[src/rtl/core/equirect_to_cube_face_coords_assert.svh]
// Assertion macros for the equirectangular-to-cube coordinate generator
`ifndef EQUIRECT_TO_CUBE_FACE_COORDS_ASSERT_SVH
`define EQUIRECT_TO_CUBE_FACE_COORDS_ASSERT_SVH
// assert that an antecedent implies a consequent in the next cycle
`define E2C_ASSERT_NEXT(label, clk, rst, ante, cons) \
   label: assert property (@(posedge clk) disable iff (rst) (ante) |=> (cons)) \
      else $error("assertion failed");
// assert that a condition holds every cycle out of reset
`define E2C_ASSERT_ALWAYS(label, clk, rst, cond) \
   label: assert property (@(posedge clk) disable iff (rst) (cond)) \
      else $error("assertion failed");
`endif

[src/rtl/core/e2c_pkg.sv]
// Shared constants, types and functions for the cube-face coordinate generator
package e2c_pkg;
   localparam int FaceSizeDef = 1024;
   localparam int CordicStepsDef = 16;
   localparam int CoordFracBitsDef = 8;
   localparam int VecW = 18;             // Q1.16 signed vector component
   localparam int CordW = 30;            // CORDIC datapath width (vector * 256 plus growth)
   localparam int AngW = 20;             // accumulator width before saturation
   localparam int OutW = 22;
   localparam int SizeW = 14;
   localparam logic [1:0] FaceLeft = 2'd0;
   localparam logic [1:0] FaceFront = 2'd1;
   localparam logic [1:0] FaceRight = 2'd2;
   localparam logic CsrWidth = 1'b0;
   localparam logic CsrHeight = 1'b1;

   typedef struct packed {
      logic signed [CordW-1:0] cx;
      logic signed [CordW-1:0] cy;
      logic signed [AngW-1:0]  z;
   } cordic_lane_type;

   function automatic logic signed [AngW-1:0] atan_unit(input int i);
      logic signed [AngW-1:0] t;
      begin
         unique case (i)
            0: t = 20'sd32768; 1: t = 20'sd19344; 2: t = 20'sd10221;
            3: t = 20'sd5188;  4: t = 20'sd2604;  5: t = 20'sd1303;
            6: t = 20'sd652;   7: t = 20'sd326;   8: t = 20'sd163;
            9: t = 20'sd81;   10: t = 20'sd41;   11: t = 20'sd20;
            12: t = 20'sd10;  13: t = 20'sd5;    14: t = 20'sd3;
            15: t = 20'sd1;   16: t = 20'sd1;
            default: t = '0;
         endcase
         return t;
      end
   endfunction
endpackage

[src/rtl/core/e2c_sqrt_cell.sv]
// One restoring square-root step cell (one result bit per cell, two operand bits per step)
module e2c_sqrt_cell import e2c_pkg::*; #(
   parameter int STEP = 0,
   parameter int SW = 38
) (
   input  logic          clock,
   input  logic          enable,
   input  logic [SW-1:0] rem_in,
   input  logic [SW-1:0] res_in,
   output logic [SW-1:0] rem_out,
   output logic [SW-1:0] res_out
);
   localparam logic [SW-1:0] Bit = SW'(1) << (36 - 2 * STEP);
   logic [SW-1:0] rem_ff, res_ff, rem_in_nx, res_in_nx;

   always_comb begin
      if (rem_in >= res_in + Bit) begin
         rem_in_nx = rem_in - (res_in + Bit);
         res_in_nx = (res_in >> 1) + Bit;
      end else begin
         rem_in_nx = rem_in;
         res_in_nx = res_in >> 1;
      end
   end

   always_ff @(posedge clock) begin
      if (enable) begin
         rem_ff <= rem_in_nx;
         res_ff <= res_in_nx;
      end
   end
   assign rem_out = rem_ff;
   assign res_out = res_ff;
endmodule

[config.mk]
export PLATFORM = sky130hd
export DESIGN_NAME = e2c_sqrt_cell
export DESIGN_NICKNAME = d
export VERILOG_FILES = /design/src/rtl/core/equirect_to_cube_face_coords_assert.svh /design/src/rtl/core/e2c_pkg.sv /design/src/rtl/core/e2c_sqrt_cell.sv
export SDC_FILE = /design/constraint.sdc
export NUM_CORES = 1
export LEC_CHECK = 0
export ABC_CLOCK_PERIOD_IN_PS = 7000
export BUFFER_PORTS_ARGS = -buffer_cell sky130_fd_sc_hd__buf_2
export CORE_MARGIN = 2
export CORE_UTILIZATION = 41
export CTS_CLUSTER_DIAMETER = 60
export DETAILED_ROUTE_END_ITERATION = 10
export GPL_TIMING_DRIVEN = 0
export PLACE_DENSITY = 0.66
export SYNTH_ARGS = -nofsm -noshare
export SYNTH_HDL_FRONTEND = slang
export SYNTH_SLANG_ARGS = --single-unit
[constraint.sdc]
create_clock -name clock -period 7 [get_ports clock]
set_input_delay 0.35 -clock clock [delete_from_list [all_inputs] [get_ports clock]]
set_output_delay 0.35 -clock clock [all_outputs]
set_load 0.05 [all_outputs]
Word level (Yosys, flattened, before mapping)
Cells that the tools add are included.
- register bits: 76
- input bits: 78
- output and inout port bits: 76
- logic and storage cells: 9
- add/subtract/negate cells: 3
- magnitude comparators: 1
- mux-type cells: 2
- operators with widths (kind ; number):
    37-bit by 37-bit adder with 38-bit output, second input constant ; 1
    38-bit by 37-bit adder with 38-bit output, second input constant ; 1
    38-bit greater-or-equal comparator ; 1
    38-bit 2-to-1 mux ; 1
    38-bit subtractor ; 1
    37-bit 2-to-1 mux ; 1

Longest topological paths before layout
Gate-level depths: netlist (run 1).
- word-level depth: 3
- depth in mapped cells: 13
- depth with buffers taken out: 12

Worst setup path before layout (run 1)
Ideal clock, no wire load.
- path kind: input port to flip-flop
- start point: input rem_in[0]
- end point: register rem_ff[35] (netlist: rem_out[35]), data pin
- setup time: 260 ps
- data arrival time: 3009 ps
- required time: 6740 ps
- path slack: 3731 ps
- cell stages on the path: 13
- path buffers: 1
- cells stage by stage: inv_1 -> ha_1 -> inv_1 -> fa_1 -> a21o_1 -> a221o_1 -> a31oi_4 -> a21oi_1 -> o21ai_2 -> a21oi_2 -> a311oi_4 -> buf_6 -> mux2_2
- word-level cells in the longest chain between the ends: 2
- elaborated cells between the ends (all ways): 3
- classes of those cells: add/sub: 1; order compare: 1; mux: 1
- ends and longest elaborated chain (element ; RTL line ; text):
    from (decl) ; e2c_sqrt_cell.sv:8 ; input logic [SW-1:0] rem_in,
    38-bit subtractor / 38-bit greater-or-equal comparator (equally long branches) ; e2c_sqrt_cell.sv:18, e2c_sqrt_cell.sv:17 ;
    38-bit 2-to-1 mux (*) ; e2c_sqrt_cell.sv:17 ; if (rem_in >= res_in + Bit) begin
    named net rem_in_nx[35] ; e2c_sqrt_cell.sv:14 ; logic [SW-1:0] rem_ff, res_ff, rem_in_nx, res_in_nx;
    to (signal assigned) ; e2c_sqrt_cell.sv:28 ; rem_ff <= rem_in_nx;
    to (decl) ; e2c_sqrt_cell.sv:14 ;
The timed path passes the listed nets; every way through them passes the cells marked *.
A chain may end at the register's enable or synchronous reset.

Worst setup path in the final report (run 1)
- start point: input rem_in[0]
- end point: register rem_ff[26] (netlist: rem_out[26]), data pin
The elaborated chain is that of the path after synthesis.

==> impl_metrics.toml, run 1 <==
[setup_path]
worstPathArrival_ns = 3.52
cp.required_ns = 7.09
cp_max_fo = 10
end_kind = "register"
start_kind = "input port"
crit_type = "in -> reg"

[cts]
cts_num_sinks = 76
cts_root_buf = "clkbuf_16"
cts.repair.resized = 0
cts_tree = "yes"
cts_buffers = 9
cts.path.max_buffers = 2
clkTransAtPathRegs_ns = 0.06
cts_hold_buf = 0
post_cts_buffers = 0
cts_max_level = 3

[grt]
grt_util_met2_pct = 29.6
use_met1_pct = 24.0
grt_max_degree = 77
overflow = 0
antenna_found_initial = 0
grtUsageMet3_pct = 3.58
grt_pass1_vias = 3995
grt_pass1_wl_mm = 19.2
grt_usage_pct = 18.4
grt.busiest_layer = "met2"

[layout]
area_growth_pct = 24.4
final_nets = 777
fin_area_um2 = 6470
drive_gt1_share_pct = 27.2
diodes = 0

[logic_synthesis]
synth_top_area_share_pct = 43.9
synth_top_area_cell = "edfxtp_1"
ys_top_cells_by_count = "edfxtp_1, inv_1, a21oi_1"
synth_cell_type_count = 49
yosysMostFrequentCell = "edfxtp_1"
syn_area_um2 = 5200
synthCells = 496
syn_nets = 613
synth-async-reset-ratio_pct = 0
synth.avg_cell_area_um2 = 10.5
synth-seq-cells = 76
synth-seq-area-share_pct = 43.9
synthFlopType = "edfxtp_1"
synthTopCellsByArea = "edfxtp_1, ha_1, mux2_1"
synth_edf_count = 76
yosysWarnings = 0

[outcome]
status = "finished, final reports clean"

[power_and_ir_drop]
total_power_mw = 1.61
powerDensity_nw_per_um2 = 248
ir_worst_vdd_v = 0.000161
p_leak_nw = 2.89

[floorplan]
core-area_um2 = 12500
io_pins = 154
die-area_um2 = 13600
fp-row-count = 41
die_w_um = 117
fp.dieH_um = 117
initial_utilization_pct = 41.5

[flow_run]
cap_violations = 0

[hold_path]
holdPathStages = 1
hp-start = "res_in[8]"
min_path_type = "in -> reg"
min_to = "res_out[7]"

[routing]
viasPerCell = 5.08
first_pass_iters = 4
wl_per_cell_um = 15.1
postRouteAntennaNets = 0
routed_wl_mm = 12.6
dr.first_iter.drc_count = 205
dr_total_vias = 4253
drc = 0

[timing]
period_minus_slack_ns = 3.42
worst_slew_pin_slew_ns = 0.950
finalSetupViolCount = 0
finalCritPeriodShare_pct = 48.9
drv_slew = 0
worst_slack_ns = 3.58
hold_viol_final = 0
rsz0062_at_grt = "false"
max_freq_mhz = 292
whs_ns = 0.190
fin_setup_tns_ns = 0
relSlewSlack_pct = 36.7

[place]
gp_congestion = 0.885
port_buffers = 153
placed_cell_area_um2 = 6180
post-place-ws_ns = 3.21
dpl.hpwl_mm = 9.67
worst max path at each step:
stage	slack, ns	cells past startpoint	endpoint	from
2_1_floorplan	3.73	13	rem_out[35]	rem_in[0]
3_3_place_gp	3.21	12	rem_out[31]	res_in[7]
3_5_place_dp	3.21	14	rem_out[24]	rem_in[0]
4_1_cts	3.56	14	rem_out[24]	rem_in[0]
5_1_grt	3.33	12	rem_out[31]	res_in[7]
6_report	3.58	14	rem_out[26]	rem_in[0]
power breakdown:
| group | internal, mW | switching, mW | total (mW) |
|---|---|---|---|
| clock network | 0.272 | 0.179 | 0.451 |
| logic | 0.182 | 0.392 | 0.574 |
| registers | 0.569 | 0.0121 | 0.581 |
state kept, by name, summed over array words and instances, names as in the netlist:
signal   cells
rem_out     38
res_out     38
cells in the final DEF (no fill, tap or decap), types with 12 or more instances in the layout:
| cell | synthesis | routed |
|---|---|---|
| edfxtp_1 | 76 | 76 |
| o21ai_0 | 18 | 18 |
| ha_1 | 38 | 38 |
| nand3_1 | 12 | 12 |
| xor2_1 | 13 | 13 |
| nand4_1 | 12 | 12 |
| a21o_1 | 18 | 18 |
| a21oi_1 | 48 | 48 |
| inv_1 | 51 | 51 |
| clkbuf_1 | 13 | 14 |
| buf_2 | 1 | 153 |
| xnor2_1 | 18 | 18 |
| mux2_1 | 33 | 33 |
| nor2_1 | 20 | 20 |
| nand2_1 | 30 | 30 |
stage by stage:
stage,util (%),cells
3_5_place_dp,49.4,821
4_1_cts,51.7,837
3_3_place_gp,49.4,821
2_1_floorplan,-,496
5_1_grt,51.7,837
6_report,51.7,837
final cells by class:
cell class | count | area [µm²]
fillers | 1183 | 6050
multi-input cells | 351 | 2630
flip-flops and latches | 76 | 2280
repair buffers | 153 | 768
clock buffers | 10 | 229
well taps | 172 | 215
inverters | 51 | 191
plain buffers | 18 | 98.8
clock inverters | 6 | 55.1
cell families after synthesis:
group	after synthesis	synth area share, %
flip-flops	76	43.9
buffers and inverters	69	5.58
adder cells (fa/ha/maj)	39	9.53
XOR/XNOR	31	5.22
AND/OR/NAND/NOR	108	10.3
multiplexers	40	8.59
AO/OA/AOI/OAI	133	16.9
worst max-delay path, stage by stage:
cell and delay [ns]:
buf_2 0.11, inv_1 0.07, ha_1 0.16, inv_1 0.06
fa_1 0.41, a21o_1 0.19, a221o_1 0.38, a31oi_4 0.27
a21oi_1 0.17, o21ai_2 0.20, a21oi_2 0.12, a311oi_4 0.44
buf_6 0.23, mux2_1 0.35
layer usage:
metal | routed length [µm] | part of all wire [%] | up-vias
met2 | 5830 | 46 | 127
met4 | 270 | 2.1 | 0
met5 | 0 | 0 | -
met3 | 723 | 5.7 | 17
met1 | 5800 | 46 | 1946
li1 | - | - | 2163
Power figures use the tool's default switching activity.
==> inputs of run 2 (changes only) <==
--- a/config.mk
+++ b/config.mk
@@ -5,14 +5,15 @@
 export SDC_FILE = /design/constraint.sdc
 export NUM_CORES = 1
 export LEC_CHECK = 0
-export ABC_CLOCK_PERIOD_IN_PS = 7000
+export ABC_AREA = 1
+export ABC_CLOCK_PERIOD_IN_PS = 2800
 export BUFFER_PORTS_ARGS = -buffer_cell sky130_fd_sc_hd__buf_2
 export CORE_MARGIN = 2
 export CORE_UTILIZATION = 41
 export CTS_CLUSTER_DIAMETER = 60
 export DETAILED_ROUTE_END_ITERATION = 10
 export GPL_TIMING_DRIVEN = 0
-export PLACE_DENSITY = 0.66
+export PLACE_DENSITY = 0.67
 export SYNTH_ARGS = -nofsm -noshare
 export SYNTH_HDL_FRONTEND = slang
 export SYNTH_SLANG_ARGS = --single-unit
==> constraint.sdc (replaced) <==
create_clock -name clock -period 2.8 [get_ports clock]
set_input_delay 0.14 -clock clock [delete_from_list [all_inputs] [get_ports clock]]
set_output_delay 0.14 -clock clock [all_outputs]
set_load 0.05 [all_outputs]
==> impl_metrics.toml, run 2 <==
[cts]
post_cts_buffers = 0
cts_root_buf = "clkbuf_16"
cts_max_level = 3
cts_num_sinks = 76
cts.path.max_buffers = 2
cts_buffers = 9
cts_tree = "yes"
clkTransAtPathRegs_ns = 0.06

[setup_path]
crit_buf_inv = 6
cp.required_ns = 3.02
worstPathArrival_ns = 2.78
critPathTopFamily = "buffers and inverters"
end_kind = "register"
cp_cell_sequence = "dlygate4sd3_1 -> buf_2 -> inv_1 -> ha_1 -> nand2_1 -> inv_2 -> a21oi_1 -> nand3_2 -> nand2_2 -> nand2_2 -> nand2_2 -> buf_6 -> buf_6 -> nand3_2 -> nand2_1"
max_stage_delay_ns = 0.53
start_kind = "input port"
crit_path_frequent_cell = "nand2_2"
crit_type = "in -> reg"
cp_max_fo = 10
slowest_stage = "dlygate4sd3_1"

[logic_synthesis]
synthTopCellsByArea = "edfxtp_1, nand2_1, inv_1"
synth_edf_count = 76
yosysMostFrequentCell = "nand2_1"
synth-seq-cells = 76
synth-async-reset-ratio_pct = 0
synth_top_area_cell = "edfxtp_1"
syn_area_um2 = 6050
yosysWarnings = 0
synthFlopType = "edfxtp_1"
synth.avg_cell_area_um2 = 7.11
syn_nets = 968
synthCells = 851
ys_top_cells_by_count = "nand2_1, inv_1, nand3_1"
synth_cell_type_count = 29
synth-seq-area-share_pct = 37.7
synth_top_area_share_pct = 37.7

[hold_path]
min_path_type = "in -> reg"

[power_and_ir_drop]
p_leak_nw = 4.10
ir_worst_vdd_v = 0.000255
total_power_mw = 4.16
powerDensity_nw_per_um2 = 543

[floorplan]
die-area_um2 = 15800
die_w_um = 126
io_pins = 154
fp.dieH_um = 126
fp-row-count = 44
initial_utilization_pct = 41.8
core-area_um2 = 14500

[timing]
finalSetupViolCount = 0
rsz0062_at_grt = "false"
fin_setup_tns_ns = 0
max_freq_mhz = 390
worst_slew_pin_slew_ns = 0.943
relSlewSlack_pct = 37.1
worst_slack_ns = 0.235
drv_slew = 0
hold_viol_final = 0
finalCritPeriodShare_pct = 91.6
period_minus_slack_ns = 2.56
whs_ns = 0.0377

[routing]
postRouteAntennaNets = 0
wl_per_cell_um = 14.8
routed_wl_mm = 18.4
drc = 0
viasPerCell = 4.73
dr_total_vias = 5857
first_pass_iters = 4
dr.first_iter.drc_count = 377

[grt]
grt_pass1_vias = 5489
antenna_found_initial = 0
grt_pass1_wl_mm = 28.6
grt_max_degree = 77
overflow = 0
grt_usage_pct = 23.2

[flow_run]
cap_violations = 0

[outcome]
status = "finished, final reports clean"

[layout]
fin_area_um2 = 7670
drive_gt1_share_pct = 20.5
diodes = 0
final_core_util_pct = 53.0
stdcell_count = 1239
mostFrequentLayoutCells = "nand2_1, buf_2, inv_1"
area_growth_pct = 26.8
mostFrequentLayoutCell = "nand2_1"
final_nets = 1167

[place]
placed_cells = 1188
port_buffers = 153
gp_congestion = 0.890
dpl.hpwl_mm = 14.6
placed_cell_area_um2 = 7050
post-place-ws_ns = 0.365
## run 2: changes by cell type in the layout (fill, tap and decap cells not counted), sizes merged, moves of 10 or more
cell / before / now
a21o: 18 / 1
a21oi: 49 / 28
clkbuf: 23 / 10
dlygate4sd3: 0 / 35
inv: 51 / 151
mux2: 37 / 0
nand2: 30 / 320
nand3: 12 / 90
nand3b: 0 / 10
nor2: 20 / 76
o21a: 11 / 0
o21ai: 20 / 8
xnor2: 18 / 2
## run 2: worst paths after layout
| path | from | endpoint | slack, ns | cells after the start |
|---|---|---|---|---|
| min | res_in[36] | res_out[35] | 0.04 | 1 |
| max | res_in[12] | rem_out[3] | 0.24 | 15 |
## run 2: layout make-up
cell class,count,area [µm²]
multi-input combinational,612,3110
clock inverter,6,41.3
clock buffer,10,229
inverter,151,567
sequential,76,2280
tap,184,230
fill,1483,6800
buffer,12,97.6
timing repair buffer,188,1120
## run 2: cells by family after synthesis
kind of cell	count (synthesis)	synth area share, %
AOI/OAI and AO/OA	41	3.70
xor gates and xnor gates	20	2.89
adders and majority gates	39	8.19
DFF	76	37.7
buffers and inverters	163	11.0
and+or+nand+nor	512	36.5
## run 2: routing by layer
layer	part of all wire (%)	track usage [%]
met5	0	0
met4	1.6	6.99
met1	49	32.8
met2	45	37.1
met3	4.7	3.04
## run 2: report_power, final
| part | internal, mW | switching [mW] | total, mW |
|---|---|---|---|
| combinational | 0.463 | 1.16 | 1.63 |
| clock | 0.598 | 0.481 | 1.08 |
| sequential | 1.43 | 0.0305 | 1.46 |
| total | 2.49 | 1.67 | 4.16 |
## run 2: repair_timing
| item | 4_1_cts | 5_1_grt |
|---|---|---|
| setup endpoints to repair | 0 | 1 |
| hold buffers | 35 | 0 |
| hold endpoints to repair | 35 | 0 |
| gates resized for setup | 0 | 1 |
