===== src/rtl/core/equirect_to_cube_face_coords_assert.svh =====
// Assertion macros for the equirectangular-to-cube coordinate generator
`ifndef EQUIRECT_TO_CUBE_FACE_COORDS_ASSERT_SVH
`define EQUIRECT_TO_CUBE_FACE_COORDS_ASSERT_SVH
// assert that an antecedent implies a consequent in the next cycle
`define E2C_ASSERT_NEXT(label, clk, rst, ante, cons) \
   label: assert property (@(posedge clk) disable iff (rst) (ante) |=> (cons)) \
      else $error("assertion failed");
// assert that a condition holds every cycle out of reset
`define E2C_ASSERT_ALWAYS(label, clk, rst, cond) \
   label: assert property (@(posedge clk) disable iff (rst) (cond)) \
      else $error("assertion failed");
`endif


===== src/rtl/core/e2c_pkg.sv =====
// Shared constants, types and functions for the cube-face coordinate generator
package e2c_pkg;
   localparam int FaceSizeDef = 1024;
   localparam int CordicStepsDef = 16;
   localparam int CoordFracBitsDef = 8;
   localparam int VecW = 18;             // Q1.16 signed vector component
   localparam int CordW = 30;            // CORDIC datapath width (vector * 256 plus growth)
   localparam int AngW = 20;             // accumulator width before saturation
   localparam int OutW = 22;
   localparam int SizeW = 14;
   localparam logic [1:0] FaceLeft = 2'd0;
   localparam logic [1:0] FaceFront = 2'd1;
   localparam logic [1:0] FaceRight = 2'd2;
   localparam logic CsrWidth = 1'b0;
   localparam logic CsrHeight = 1'b1;

   typedef struct packed {
      logic signed [CordW-1:0] cx;
      logic signed [CordW-1:0] cy;
      logic signed [AngW-1:0]  z;
   } cordic_lane_type;

   function automatic logic signed [AngW-1:0] atan_unit(input int i);
      logic signed [AngW-1:0] t;
      begin
         unique case (i)
            0: t = 20'sd32768; 1: t = 20'sd19344; 2: t = 20'sd10221;
            3: t = 20'sd5188;  4: t = 20'sd2604;  5: t = 20'sd1303;
            6: t = 20'sd652;   7: t = 20'sd326;   8: t = 20'sd163;
            9: t = 20'sd81;   10: t = 20'sd41;   11: t = 20'sd20;
            12: t = 20'sd10;  13: t = 20'sd5;    14: t = 20'sd3;
            15: t = 20'sd1;   16: t = 20'sd1;
            default: t = '0;
         endcase
         return t;
      end
   endfunction
endpackage


===== src/rtl/core/e2c_cordic_cell.sv =====
// One CORDIC vectoring micro-rotation cell, registered
module e2c_cordic_cell import e2c_pkg::*; #(
   parameter int STEP = 0
) (
   input  logic            clock,
   input  logic            enable,
   input  cordic_lane_type lane_in,
   output cordic_lane_type lane_out
);
   cordic_lane_type lane_ff, lane_in_nx;
   logic signed [CordW-1:0] dx, dy;

   always_comb begin
      dx = lane_in.cy >>> STEP;
      dy = lane_in.cx >>> STEP;
      lane_in_nx = lane_in;
      if (!lane_in.cy[CordW-1]) begin
         lane_in_nx.cx = lane_in.cx + dx;
         lane_in_nx.cy = lane_in.cy - dy;
         lane_in_nx.z  = lane_in.z + atan_unit(STEP);
      end else begin
         lane_in_nx.cx = lane_in.cx - dx;
         lane_in_nx.cy = lane_in.cy + dy;
         lane_in_nx.z  = lane_in.z - atan_unit(STEP);
      end
   end

   always_ff @(posedge clock) begin
      if (enable) begin
         lane_ff <= lane_in_nx;
      end
   end
   assign lane_out = lane_ff;
endmodule


===== config.mk =====
export PLATFORM = sky130hd
export DESIGN_NAME = e2c_cordic_cell
export DESIGN_NICKNAME = d
export VERILOG_FILES = /design/src/rtl/core/equirect_to_cube_face_coords_assert.svh /design/src/rtl/core/e2c_pkg.sv /design/src/rtl/core/e2c_cordic_cell.sv
export SDC_FILE = /design/constraint.sdc
export NUM_CORES = 1
export LEC_CHECK = 0
export CAP_MARGIN = 20
export CORE_MARGIN = 2
export CORE_UTILIZATION = 65
export CTS_CLUSTER_SIZE = 28
export DETAILED_ROUTE_END_ITERATION = 6
export DONT_BUFFER_PORTS = 1
export PLACE_DENSITY = 0.81
export SYNTH_ARGS = -nofsm -noshare
export SYNTH_HDL_FRONTEND = slang
export SYNTH_SLANG_ARGS = --single-unit

===== constraint.sdc =====
create_clock -name clock -period 3 [get_ports clock]
set_input_delay 0.15 -clock clock [delete_from_list [all_inputs] [get_ports clock]]
set_output_delay 0.15 -clock clock [all_outputs]
set_load 0.05 [all_outputs]

# ---- After elaboration in Yosys (flattened, before gate mapping)
# Index checks and enable logic that the tools add are counted.
dict set report totals {
  reg_bits 80
  inputBits 82
  elab_cells 9
}
dict set report classes {
  add_sub_neg 5
  muxes 1
}
# operator n
set op_table {}
lappend op_table {{$mux W80} 1}
lappend op_table {{$sub A30 B30 Y30} 2}
lappend op_table {{$add A30 B30 Y30} 1}
lappend op_table {{$add A20 B17 Y20 const B} 1}
lappend op_table {{$sub A20 B17 Y20 const B} 1}

# ---- Logic depth before layout (Yosys ltp)
# Gate-level depths: netlist of run 1.
dict set report logic_depth {
  depth_word 2
  depth_mapped 12
  ltp_nobuf 12
}

# ---- Least setup slack after synthesis of run 1
# OpenSTA, ideal clock, no wires.
dict set report synth_path {
  kind {in2reg}
  startpoint {in lane_in[20] (netlist name)}
  endpoint {reg lane_ff, in the netlist lane_out[76] (data pin)}
  setup_time_ns 0.267
  arrival_ns 2.445
  t_required_ns 2.733
  setup_slack_ns 0.289
  cell_stages 11
  path_buffers 0
  path_cell_list {ha_1 > fa_1 > nor2b_2 > o311ai_4 > a311oi_2 > a21boi_2 > o21ai_2 > a31oi_4 > nor2_1 > or4_1 > xnor2_1}
}
# element line_no
set synth_lines {}
lappend synth_lines {{start, declared} e2c_cordic_cell.sv:7} ;# input cordic_lane_type lane_in,
lappend synth_lines {{end signal, assigned} e2c_cordic_cell.sv:30} ;# lane_ff <= lane_in_nx;
lappend synth_lines {{end, declared} e2c_cordic_cell.sv:10} ;# cordic_lane_type lane_ff, lane_in_nx;

==> flow_summary.json, run 1 <==
{
  "status": "completed",
  "placed_area_um2": 7850,
  "fin_crit_sh_pct": 87.6,
  "mostFrequentLayoutCells": "a21oi_1, ha_1, inv_1",
  "post-place-ws_ps": 22.3,
  "core_um2": 11400,
  "drt_iter0_drc": 721,
  "cts_max_level": 3,
  "post-route-drc-count": 0,
  "cts_root_buf": "clkbuf_16",
  "slew_headroom_pct": 37.6,
  "crit_type": "in2reg",
  "placedCellCount": 992,
  "arrival_ps": 2720,
  "gp_congestion": 0.991,
  "grt_pass1_vias": 6499,
  "required_ps": 3090,
  "fin_util_pct": 73.3,
  "synth_ff_type": "edfxtp_1",
  "antenna_cells": 0,
  "grt_max_degree": 80,
  "hold_violations": 0,
  "area_delta_synth_final_pct": 9.79,
  "path_max_fanout": 10,
  "async_flop_share_pct": 0,
  "ir_worst_vdd_v": 0.000352,
  "synthesis.area_um2": 7630,
  "grt.overflow.total": 0,
  "via_per_inst": 6.47,
  "grt_first_pass_wirelength_mm": 33.9,
  "cts_tree": "done",
  "wirelength_mm": 21.4,
  "first_pass_iters": 5,
  "track_usage_pct": 33.4,
  "hpwl_mm": 16.2,
  "largest_reg_flops": 79,
  "rsz0062_at_grt": "false",
  "setup_violations": 0,
  "finalMaxSlewViolations": 0,
  "rows": 39,
  "clkTransAtPathRegs_ps": 70,
  "synth.yosys.seq_area_share_pct": 31.1,
  "hold_depth": 1,
  "cts_sinks": 79,
  "fp.dieH_um": 112,
  "hp-class": "in2reg",
  "fillCellCount": 863,
  "design.die.area_um2": 12600,
  "syn_area_per_cell_um2": 8.90,
  "instances_no_fill": 1025,
  "num_io_pins": 162,
  "clock.fmax_ghz": 0.381,
  "nets": 1062,
  "ys_ff_latch": 79,
  "drv_cap": 0,
  "worst_slew_pin_slew_ps": 937,
  "p_leak_nw": 3.65,
  "fin_ws_ps": 373,
  "layout-drive-gt1-share_pct": 8.39,
  "antenna_found_initial": 0,
  "die_w_um": 112,
  "layout.cells.most_common": "a21oi_1",
  "ant_nets": 0,
  "min_from": "lane_in[15]",
  "critPathLaunchType": "input port",
  "port_buffers": 0,
  "via_count": 6631,
  "endpoint_kind": "flop",
  "clockBufferDepth": 2,
  "whs_endpoint": "lane_out[15]",
  "synth_cells": 857,
  "synth_cell_types": 71,
  "fin_area_um2": 8370,
  "routedWlPerCell_um": 20.9,
  "powerDensity_nw_per_um2": 551,
  "postCtsSetupBuffers": 0,
  "fin_tns_setup_ps": 0,
  "start_util_pct": 66.8,
  "yosysWarnings": 0,
  "period_needed_ps": 2630,
  "synth_edf_count": 79,
  "whs_ps": 4.46,
  "cts_made_buffers": 9,
  "p_total_mw": 4.61,
  "syn_nets": 1042
}
==> worst max-delay path by stage <==
stage / end / from / depth (start not counted) / slack, ps
2_1_floorplan: lane_out[76] / lane_in[20] / 11 / 290
3_3_place_gp: lane_out[76] / lane_in[20] / 11 / 90
3_5_place_dp: lane_out[76] / lane_in[20] / 11 / 20
4_1_cts: lane_out[76] / lane_in[20] / 11 / 370
5_1_grt: lane_out[79] / lane_in[24] / 11 / 250
6_report: lane_out[49] / lane_in[24] / 12 / 370
==> what timing repair did <==
item                                    in CTS  in global routing
endpoints found under the setup margin       0                  0
hold buffers                                17                  0
hold endpoints to repair                    95                  0
gates resized for setup                      0                  0
==> power by group <==
part           switching, mW  leakage (nW)  internal (mW)
clock network          0.517         0.165          0.751
logic                  0.729          2.71          0.502
registers              0.658         0.773           1.46
==> cells by family (layout without fill, tap and decap cells) <==
kind of cell / Yosys count / after routing / synth area share [%]
adder cells (fa/ha/maj): 103 / 103 / 17.3
AND/OR/NAND/NOR: 197 / 197 / 12.3
buffers and inverters: 131 / 156 / 6.97
AO/OA/AOI/OAI: 274 / 274 / 23.8
multiplexers: 13 / 13 / 1.71
flip-flops: 79 / 79 / 31.1
XOR/XNOR: 60 / 60 / 6.89
==> area by class of cell <==
type	instances	area (µm²)	share of cell area, %
flip-flops and latches	79	2370	28.3
clock buffers	9	225	2.69
well taps	143	179	2.14
clock inverters	7	109	1.30
repair buffers	48	420	5.02
multi-input cells	647	4720	56.4
inverters	92	345	4.12
==> metal layers <==
layer / part of all wire, % / global-route usage (%) / vias to the layer above
met5: 0 / 0 / -
li1: - / - / 3075
met4: 2.7 / 9.27 / 0
met3: 9.2 / 5.94 / 58
met2: 47 / 56.9 / 416
met1: 41 / 44.1 / 3082
==> worst max-delay path, cell delays in order <==
cell and delay (ps):
inv_1 20, ha_1 510, o211a_1 210, o31ai_1 70, buf_4 150, a211oi_1 480
o31ai_2 190, o21ai_1 300, nand2_1 150, o211ai_1 180, o21ai_1 100, xor2_1 190
==> synth_stat cells (all sizes together) (4+ instances only) <==
library cell | number | area [µm²]
a21oi | 103 | 527
ha | 99 | 1240
inv | 91 | 342
edfxtp | 79 | 2370
nor2 | 70 | 263
o21ai | 53 | 273
xnor2 | 53 | 464
nand2 | 43 | 161
buf | 25 | 134
a21o | 22 | 165
o21bai | 22 | 165
clkbuf | 14 | 52.6
nor3 | 14 | 70.1
mux2i | 13 | 130
nand3 | 12 | 60.1
nor2b | 10 | 65.1
o211ai | 9 | 67.6
or3 | 9 | 56.3
a211oi | 8 | 60.1
nand2b | 8 | 50.1
nor4 | 8 | 50.1
a31oi | 7 | 58.8
o31ai | 7 | 57.6
xor2 | 7 | 61.3
a211o | 5 | 43.8
and3 | 5 | 31.3
a221oi | 4 | 58.8
and2 | 4 | 25.0
fa | 4 | 80.1
o21a | 4 | 30.0
o221ai | 4 | 35.0
o22ai | 4 | 37.5
Power figures use the tool's default switching activity.
==> run 2, diff against run 1 <==
--- a/config.mk
+++ b/config.mk
@@ -5,12 +5,13 @@
 export SDC_FILE = /design/constraint.sdc
 export NUM_CORES = 1
 export LEC_CHECK = 0
-export CAP_MARGIN = 20
+export CAP_MARGIN = 25
 export CORE_MARGIN = 2
 export CORE_UTILIZATION = 65
 export CTS_CLUSTER_SIZE = 28
 export DETAILED_ROUTE_END_ITERATION = 6
 export DONT_BUFFER_PORTS = 1
+export MAX_ROUTING_LAYER = met4
 export PLACE_DENSITY = 0.81
 export SYNTH_ARGS = -nofsm -noshare
 export SYNTH_HDL_FRONTEND = slang
==> constraint.sdc (replaced) <==
create_clock -name clock -period 3 [get_ports clock]
set_input_delay 0.15 -clock clock [delete_from_list [all_inputs] [get_ports clock]]
set_output_delay 0.15 -clock clock [all_outputs]
set_load 0.02 [all_outputs]
==> run 2 against run 1 <==
  * First-iteration DRC count increased by 9.0%
  * Global-route usage is 1.4 points higher
  * Non-clock buffer count is 3 lower
  * Flip-flop and latch count unchanged
  * Combinational power is essentially flat
  * Fmax about the same
==> flow_summary.json, run 2 (synthesis results as in run 1) <==
{
  "track_usage_pct": 34.9,
  "grt_max_degree": 80,
  "grt.overflow.total": 0,
  "hp-class": "in2reg",
  "wirelength_mm": 21.6,
  "ir_worst_vdd_v": 0.000336,
  "post-place-ws_ps": 29.6,
  "whs_ps": 10.3,
  "powerDensity_nw_per_um2": 505,
  "period_needed_ps": 2630,
  "instances_no_fill": 1022,
  "layout-drive-gt1-share_pct": 8.19,
  "finalMaxSlewViolations": 0,
  "postCtsSetupBuffers": 0,
  "max_stage_delay_ps": 480,
  "cts_tree": "done",
  "nets": 1059,
  "grt_pass1_vias": 6566,
  "clock_power_share_pct": 29.5,
  "start_util_pct": 66.8,
  "clkTransAtPathRegs_ps": 60,
  "via_count": 6637,
  "p_sw_mw": 1.51,
  "core_um2": 11400,
  "design.die.area_um2": 12600,
  "ant_nets": 0,
  "gp_congestion": 0.993,
  "sw_frac_of_total_pct": 35.9,
  "mostFrequentLayoutCells": "a21oi_1, ha_1, inv_1",
  "routedWlPerCell_um": 21.1,
  "p_seq_share_pct": 41.4,
  "required_ps": 3080,
  "worst_slew_pin_slew_ps": 845,
  "fin_ws_ps": 373,
  "largest_reg_flops": 79,
  "cts_made_buffers": 9,
  "rsz0062_at_grt": "false",
  "status": "completed",
  "crit_type": "in2reg",
  "drt_iter0_drc": 786,
  "cp_slowest_cell": "or4_1",
  "first_pass_iters": 5,
  "drv_cap": 0,
  "num_io_pins": 162,
  "p_leak_nw": 3.63,
  "clock.fmax_ghz": 0.381,
  "power.internal_mw": 2.70,
  "grt_first_pass_wirelength_mm": 34.1,
  "clockBufferDepth": 2,
  "critPathLaunchType": "input port",
  "slew_headroom_pct": 43.6,
  "placedCellCount": 990,
  "cts_sinks": 79,
  "antenna_found_initial": 0,
  "fin_tns_setup_ps": 0,
  "setup_violations": 0,
  "die_w_um": 112,
  "layout.cells.most_common": "a21oi_1",
  "fp.dieH_um": 112,
  "area_delta_synth_final_pct": 9.43,
  "cts_root_buf": "clkbuf_16",
  "p_comb_share_pct": 29.2,
  "via_per_inst": 6.49,
  "antenna_cells": 0,
  "port_buffers": 0,
  "hold_violations": 0,
  "rows": 39,
  "cts_max_level": 3,
  "endpoint_kind": "flop",
  "cts_resized": 0,
  "hpwl_mm": 16.4,
  "path_max_fanout": 4,
  "fin_crit_sh_pct": 87.6,
  "arrival_ps": 2710,
  "path_cells": "ha_1 -> fa_1 -> nor2b_2 -> o311ai_4 -> a311oi_2 -> a21boi_2 -> o21ai_2 -> a31oi_4 -> nor2_1 -> or4_1 -> xnor2_1",
  "post-route-drc-count": 0
}
-- run 2: power groups by stage --
stage / Clock [mW] / Sequential, mW / Combinational (mW)
floorplan: 0 / 1.73 / 0.872
global placement: 0 / 1.76 / 1.12
detailed placement: 0 / 1.76 / 1.14
CTS: 1.25 / 1.74 / 1.20
global route: 1.30 / 1.75 / 1.33
finish: 1.24 / 1.74 / 1.23
-- run 2: final timing paths --
path / startpoint / endpoint / slack [ps] / cells after the start
min: lane_in[15] / lane_out[15] / 10 / 1
max: lane_in[20] / lane_out[76] / 370 / 11
-- run 2: cell type report --
| class | count | area, µm² |
|---|---|---|
| fillers | 859 | 3070 |
| inverters | 92 | 345 |
| flip-flops and latches | 79 | 2370 |
| well taps | 143 | 179 |
| clock buffers | 9 | 225 |
| multi-input cells | 647 | 4720 |
| repair buffers | 45 | 395 |
| clock inverters | 7 | 106 |
-- run 2: routing by layer --
layer	up-vias	track usage (%)	part of all wire [%]
met1	3110	43.7	40
met2	410	58.5	49
li1	3071	-	-
met5	-	-	0
met4	0	9.76	2.3
met3	46	6.10	8.5
-- run 2: worst max-delay path: cells and delay by family --
kind,cells,cell delay [ps]
fa+ha+maj,2,640
compound gates,5,1010
xor+xnor,1,150
simple gates,3,740
-- run 2: timing repair --
item | 4_1_cts | 5_1_grt
hold buffers | 16 | 0
setup endpoints to repair | 0 | 0
hold endpoints to repair | 94 | 0
-- run 2: stage by stage --
step	cell area, µm²	utilization, %	total power [mW]
after global routing	8350	73.1	4.39
after detailed placement	7840	68.6	2.91
after CTS	8350	73.1	4.20
after global placement	7840	68.6	2.88
after floorplan	7630	-	2.60
final	8350	73.1	4.21
==> run 3, diff against run 2 <==
--- a/config.mk
+++ b/config.mk
@@ -5,6 +5,7 @@
 export SDC_FILE = /design/constraint.sdc
 export NUM_CORES = 1
 export LEC_CHECK = 0
+export ABC_AREA = 1
 export CAP_MARGIN = 25
 export CORE_MARGIN = 2
 export CORE_UTILIZATION = 65
==> run 3 against run 2 <==
  * Via count grew 45%
  * Clock power is essentially flat
  * Synthesized cell count increased by 71%
  * Combinational power rose by 23%
  * Synthesized area grew 27%
  * Sequential power is 5% lower
  * Non-clock buffer count is 26 lower
  * Design area up 21%
  * Flip-flop and latch count is the same
  * Critical path type unchanged
==> flow_summary.json, run 3 <==
{
  "synth_cells": 1469,
  "wirelength_mm": 29.4,
  "period_needed_ps": 1980,
  "ant_nets": 0,
  "nets": 1644,
  "design.die.area_um2": 15900,
  "fin_tns_setup_ps": 0,
  "worst_slew_pin_slew_ps": 587,
  "crit_type": "in2reg",
  "layout-drive-gt1-share_pct": 5.87,
  "via_per_inst": 5.85,
  "hpwl_mm": 23.6,
  "rsz0062_at_grt": "false",
  "fin_ws_ps": 1020,
  "grt_pass1_vias": 8985,
  "yosys.area.top_type": "edfxtp_1",
  "post-route-drc-count": 0,
  "critPathMostFrequentCell": "nand2_1",
  "area_delta_synth_final_pct": 4.63,
  "setup_violations": 0,
  "mostFrequentLayoutCells": "nand2_1, inv_1, nand3_1",
  "track_usage_pct": 37.6,
  "postCtsSetupBuffers": 0,
  "drv_cap": 0,
  "antenna_found_initial": 0,
  "layout.cells.most_common": "nand2_1",
  "clkTransAtPathRegs_ps": 70,
  "yosysWarnings": 0,
  "path_cells": "inv_1 -> ha_1 -> inv_1 -> a21oi_1 -> nand2_1 -> nand2_1 -> nand3_2 -> nand2_1 -> nand3_1 -> nand3b_1 -> nand2_1",
  "clockBufferDepth": 2,
  "rows": 44,
  "fillCellCount": 1281,
  "grt_max_degree": 80,
  "endpoint_kind": "flop",
  "hp-class": "in2reg",
  "yosys-top-cells-count": "nand2_1, inv_1, nand3_1, ha_1, nor2_1",
  "slew_headroom_pct": 60.8,
  "powerDensity_nw_per_um2": 435,
  "critPathLaunchType": "input port",
  "cts_tree": "done",
  "first_pass_iters": 5,
  "num_io_pins": 162,
  "post-place-ws_ps": 737,
  "max_stage_delay_ps": 560,
  "ys_ff_latch": 79,
  "p_leak_nw": 5.38,
  "fin_crit_sh_pct": 65.9,
  "via_count": 9643,
  "synth_cell_types": 44,
  "synth_area_leaders": "edfxtp_1, nand2_1, ha_1, inv_1, nand3_1",
  "syn_area_per_cell_um2": 6.59,
  "yosysMostFrequentCell": "nand2_1",
  "status": "completed",
  "antenna_cells": 0,
  "largest_reg_flops": 79,
  "synth_ff_type": "edfxtp_1",
  "cts_root_buf": "clkbuf_16",
  "port_buffers": 0,
  "routedWlPerCell_um": 17.9,
  "synth_edf_count": 79,
  "path_max_fanout": 10,
  "min_from": "lane_in[15]",
  "grt.overflow.total": 0,
  "hold_depth": 1,
  "synthesis.area_um2": 9680,
  "async_flop_share_pct": 0,
  "ir_worst_vdd_v": 0.000267,
  "cts_sinks": 79,
  "arrival_ps": 2090,
  "cts_made_buffers": 9,
  "synth.yosys.seq_area_share_pct": 24.5,
  "cp_slowest_cell": "ha_1",
  "grt_first_pass_wirelength_mm": 45.7,
  "syn_nets": 1654,
  "gp_congestion": 1.03,
  "required_ps": 3110,
  "die_w_um": 126,
  "cts_max_level": 3,
  "start_util_pct": 66.6,
  "hold_violations": 0,
  "whs_endpoint": "lane_out[15]",
  "clock.fmax_ghz": 0.506,
  "drt_iter0_drc": 1256,
  "yosysTopAreaCellShare_pct": 24.5,
  "core_um2": 14500,
  "fp.dieH_um": 126,
  "finalMaxSlewViolations": 0
}
[run 3: cell types whose count changed in the layout (fill, tap and decap cells not counted), sizes merged, moves of 9 or more]
cell / change
a21o: -19
a21oi: -28
buf: -26
inv: +172
mux2i: -11
nand2: +451
nand3: +123
nand4: +22
nor2: +35
nor2b: -10
o211ai: -9
or3: -9
xnor2: -49
xor2: +17
[run 3: worst max-delay path by stage]
stage                      from  slack, ps            to
finish              lane_in[28]       1020  lane_out[79]
global route        lane_in[28]        890  lane_out[79]
CTS                 lane_in[28]       1100  lane_out[79]
detailed placement  lane_in[28]        740  lane_out[79]
global placement    lane_in[42]        800  lane_out[76]
floorplan           lane_in[50]       1250  lane_out[74]
[run 3: final cells by class]
class / instances / area (µm²) / share of cell area (%)
Inverter: 270 / 1010 / 10.0
Multi-Input combinational cell: 1080 / 5990 / 59.2
Tap cell: 184 / 230 / 2.27
Clock inverter: 5 / 82.6 / 0.816
Clock buffer: 11 / 233 / 2.30
Sequential cell: 79 / 2370 / 23.4
Timing Repair Buffer: 19 / 200 / 1.98
[run 3: worst max-delay path, delay by kind of cell]
family,cells,cell delay (ps)
adder cells (fa/ha/maj),1,560
AND/OR/NAND/NOR,7,840
buffers and inverters,2,250
AO/OA/AOI/OAI,1,280
[run 3: report_power, final]
group / switching (mW) / leakage [nW] / internal (mW)
clock network: 0.495 / 0.154 / 0.732
logic: 1.03 / 4.46 / 0.480
registers: 0.245 / 0.772 / 1.42
total: 1.77 / 5.38 / 2.63
[run 3: what timing repair did]
item | 4_1_cts | 5_1_grt
hold buffers | 16 | 0
hold endpoints to repair | 94 | 0
resized for setup | 0 | 0
[run 3: logic make-up after synthesis]
group / after synthesis / synth area share (%)
AO/OA/AOI/OAI: 164 / 9.57
XOR/XNOR: 28 / 2.53
adder cells (fa/ha/maj): 103 / 13.6
buffers and inverters: 310 / 13.6
flip-flops: 79 / 24.5
multiplexers: 2 / 0.207
AND/OR/NAND/NOR: 783 / 36.0
[run 3: stage by stage]
step                util [%]  power, mW  std cells  area, µm²  hold WS (ps)
floorplan                  -       2.76       1469       9680           249
global placement        66.3       3.07       1616       9630           249
detailed placement      66.3       3.10       1616       9630           249
CTS                     69.7       4.34       1648      10100          2.06
global route            69.7       4.58       1648      10100          12.2
finish                  69.7       4.40       1648      10100          5.52
[run 3: layer usage]
metal	vias up	share of wire, %	global-route usage (%)
li1	4598	-	-
met1	4327	41	50.3
met2	641	44	58.1
met3	77	11	6.84
met4	0	3.0	12.0
met5	-	0	-
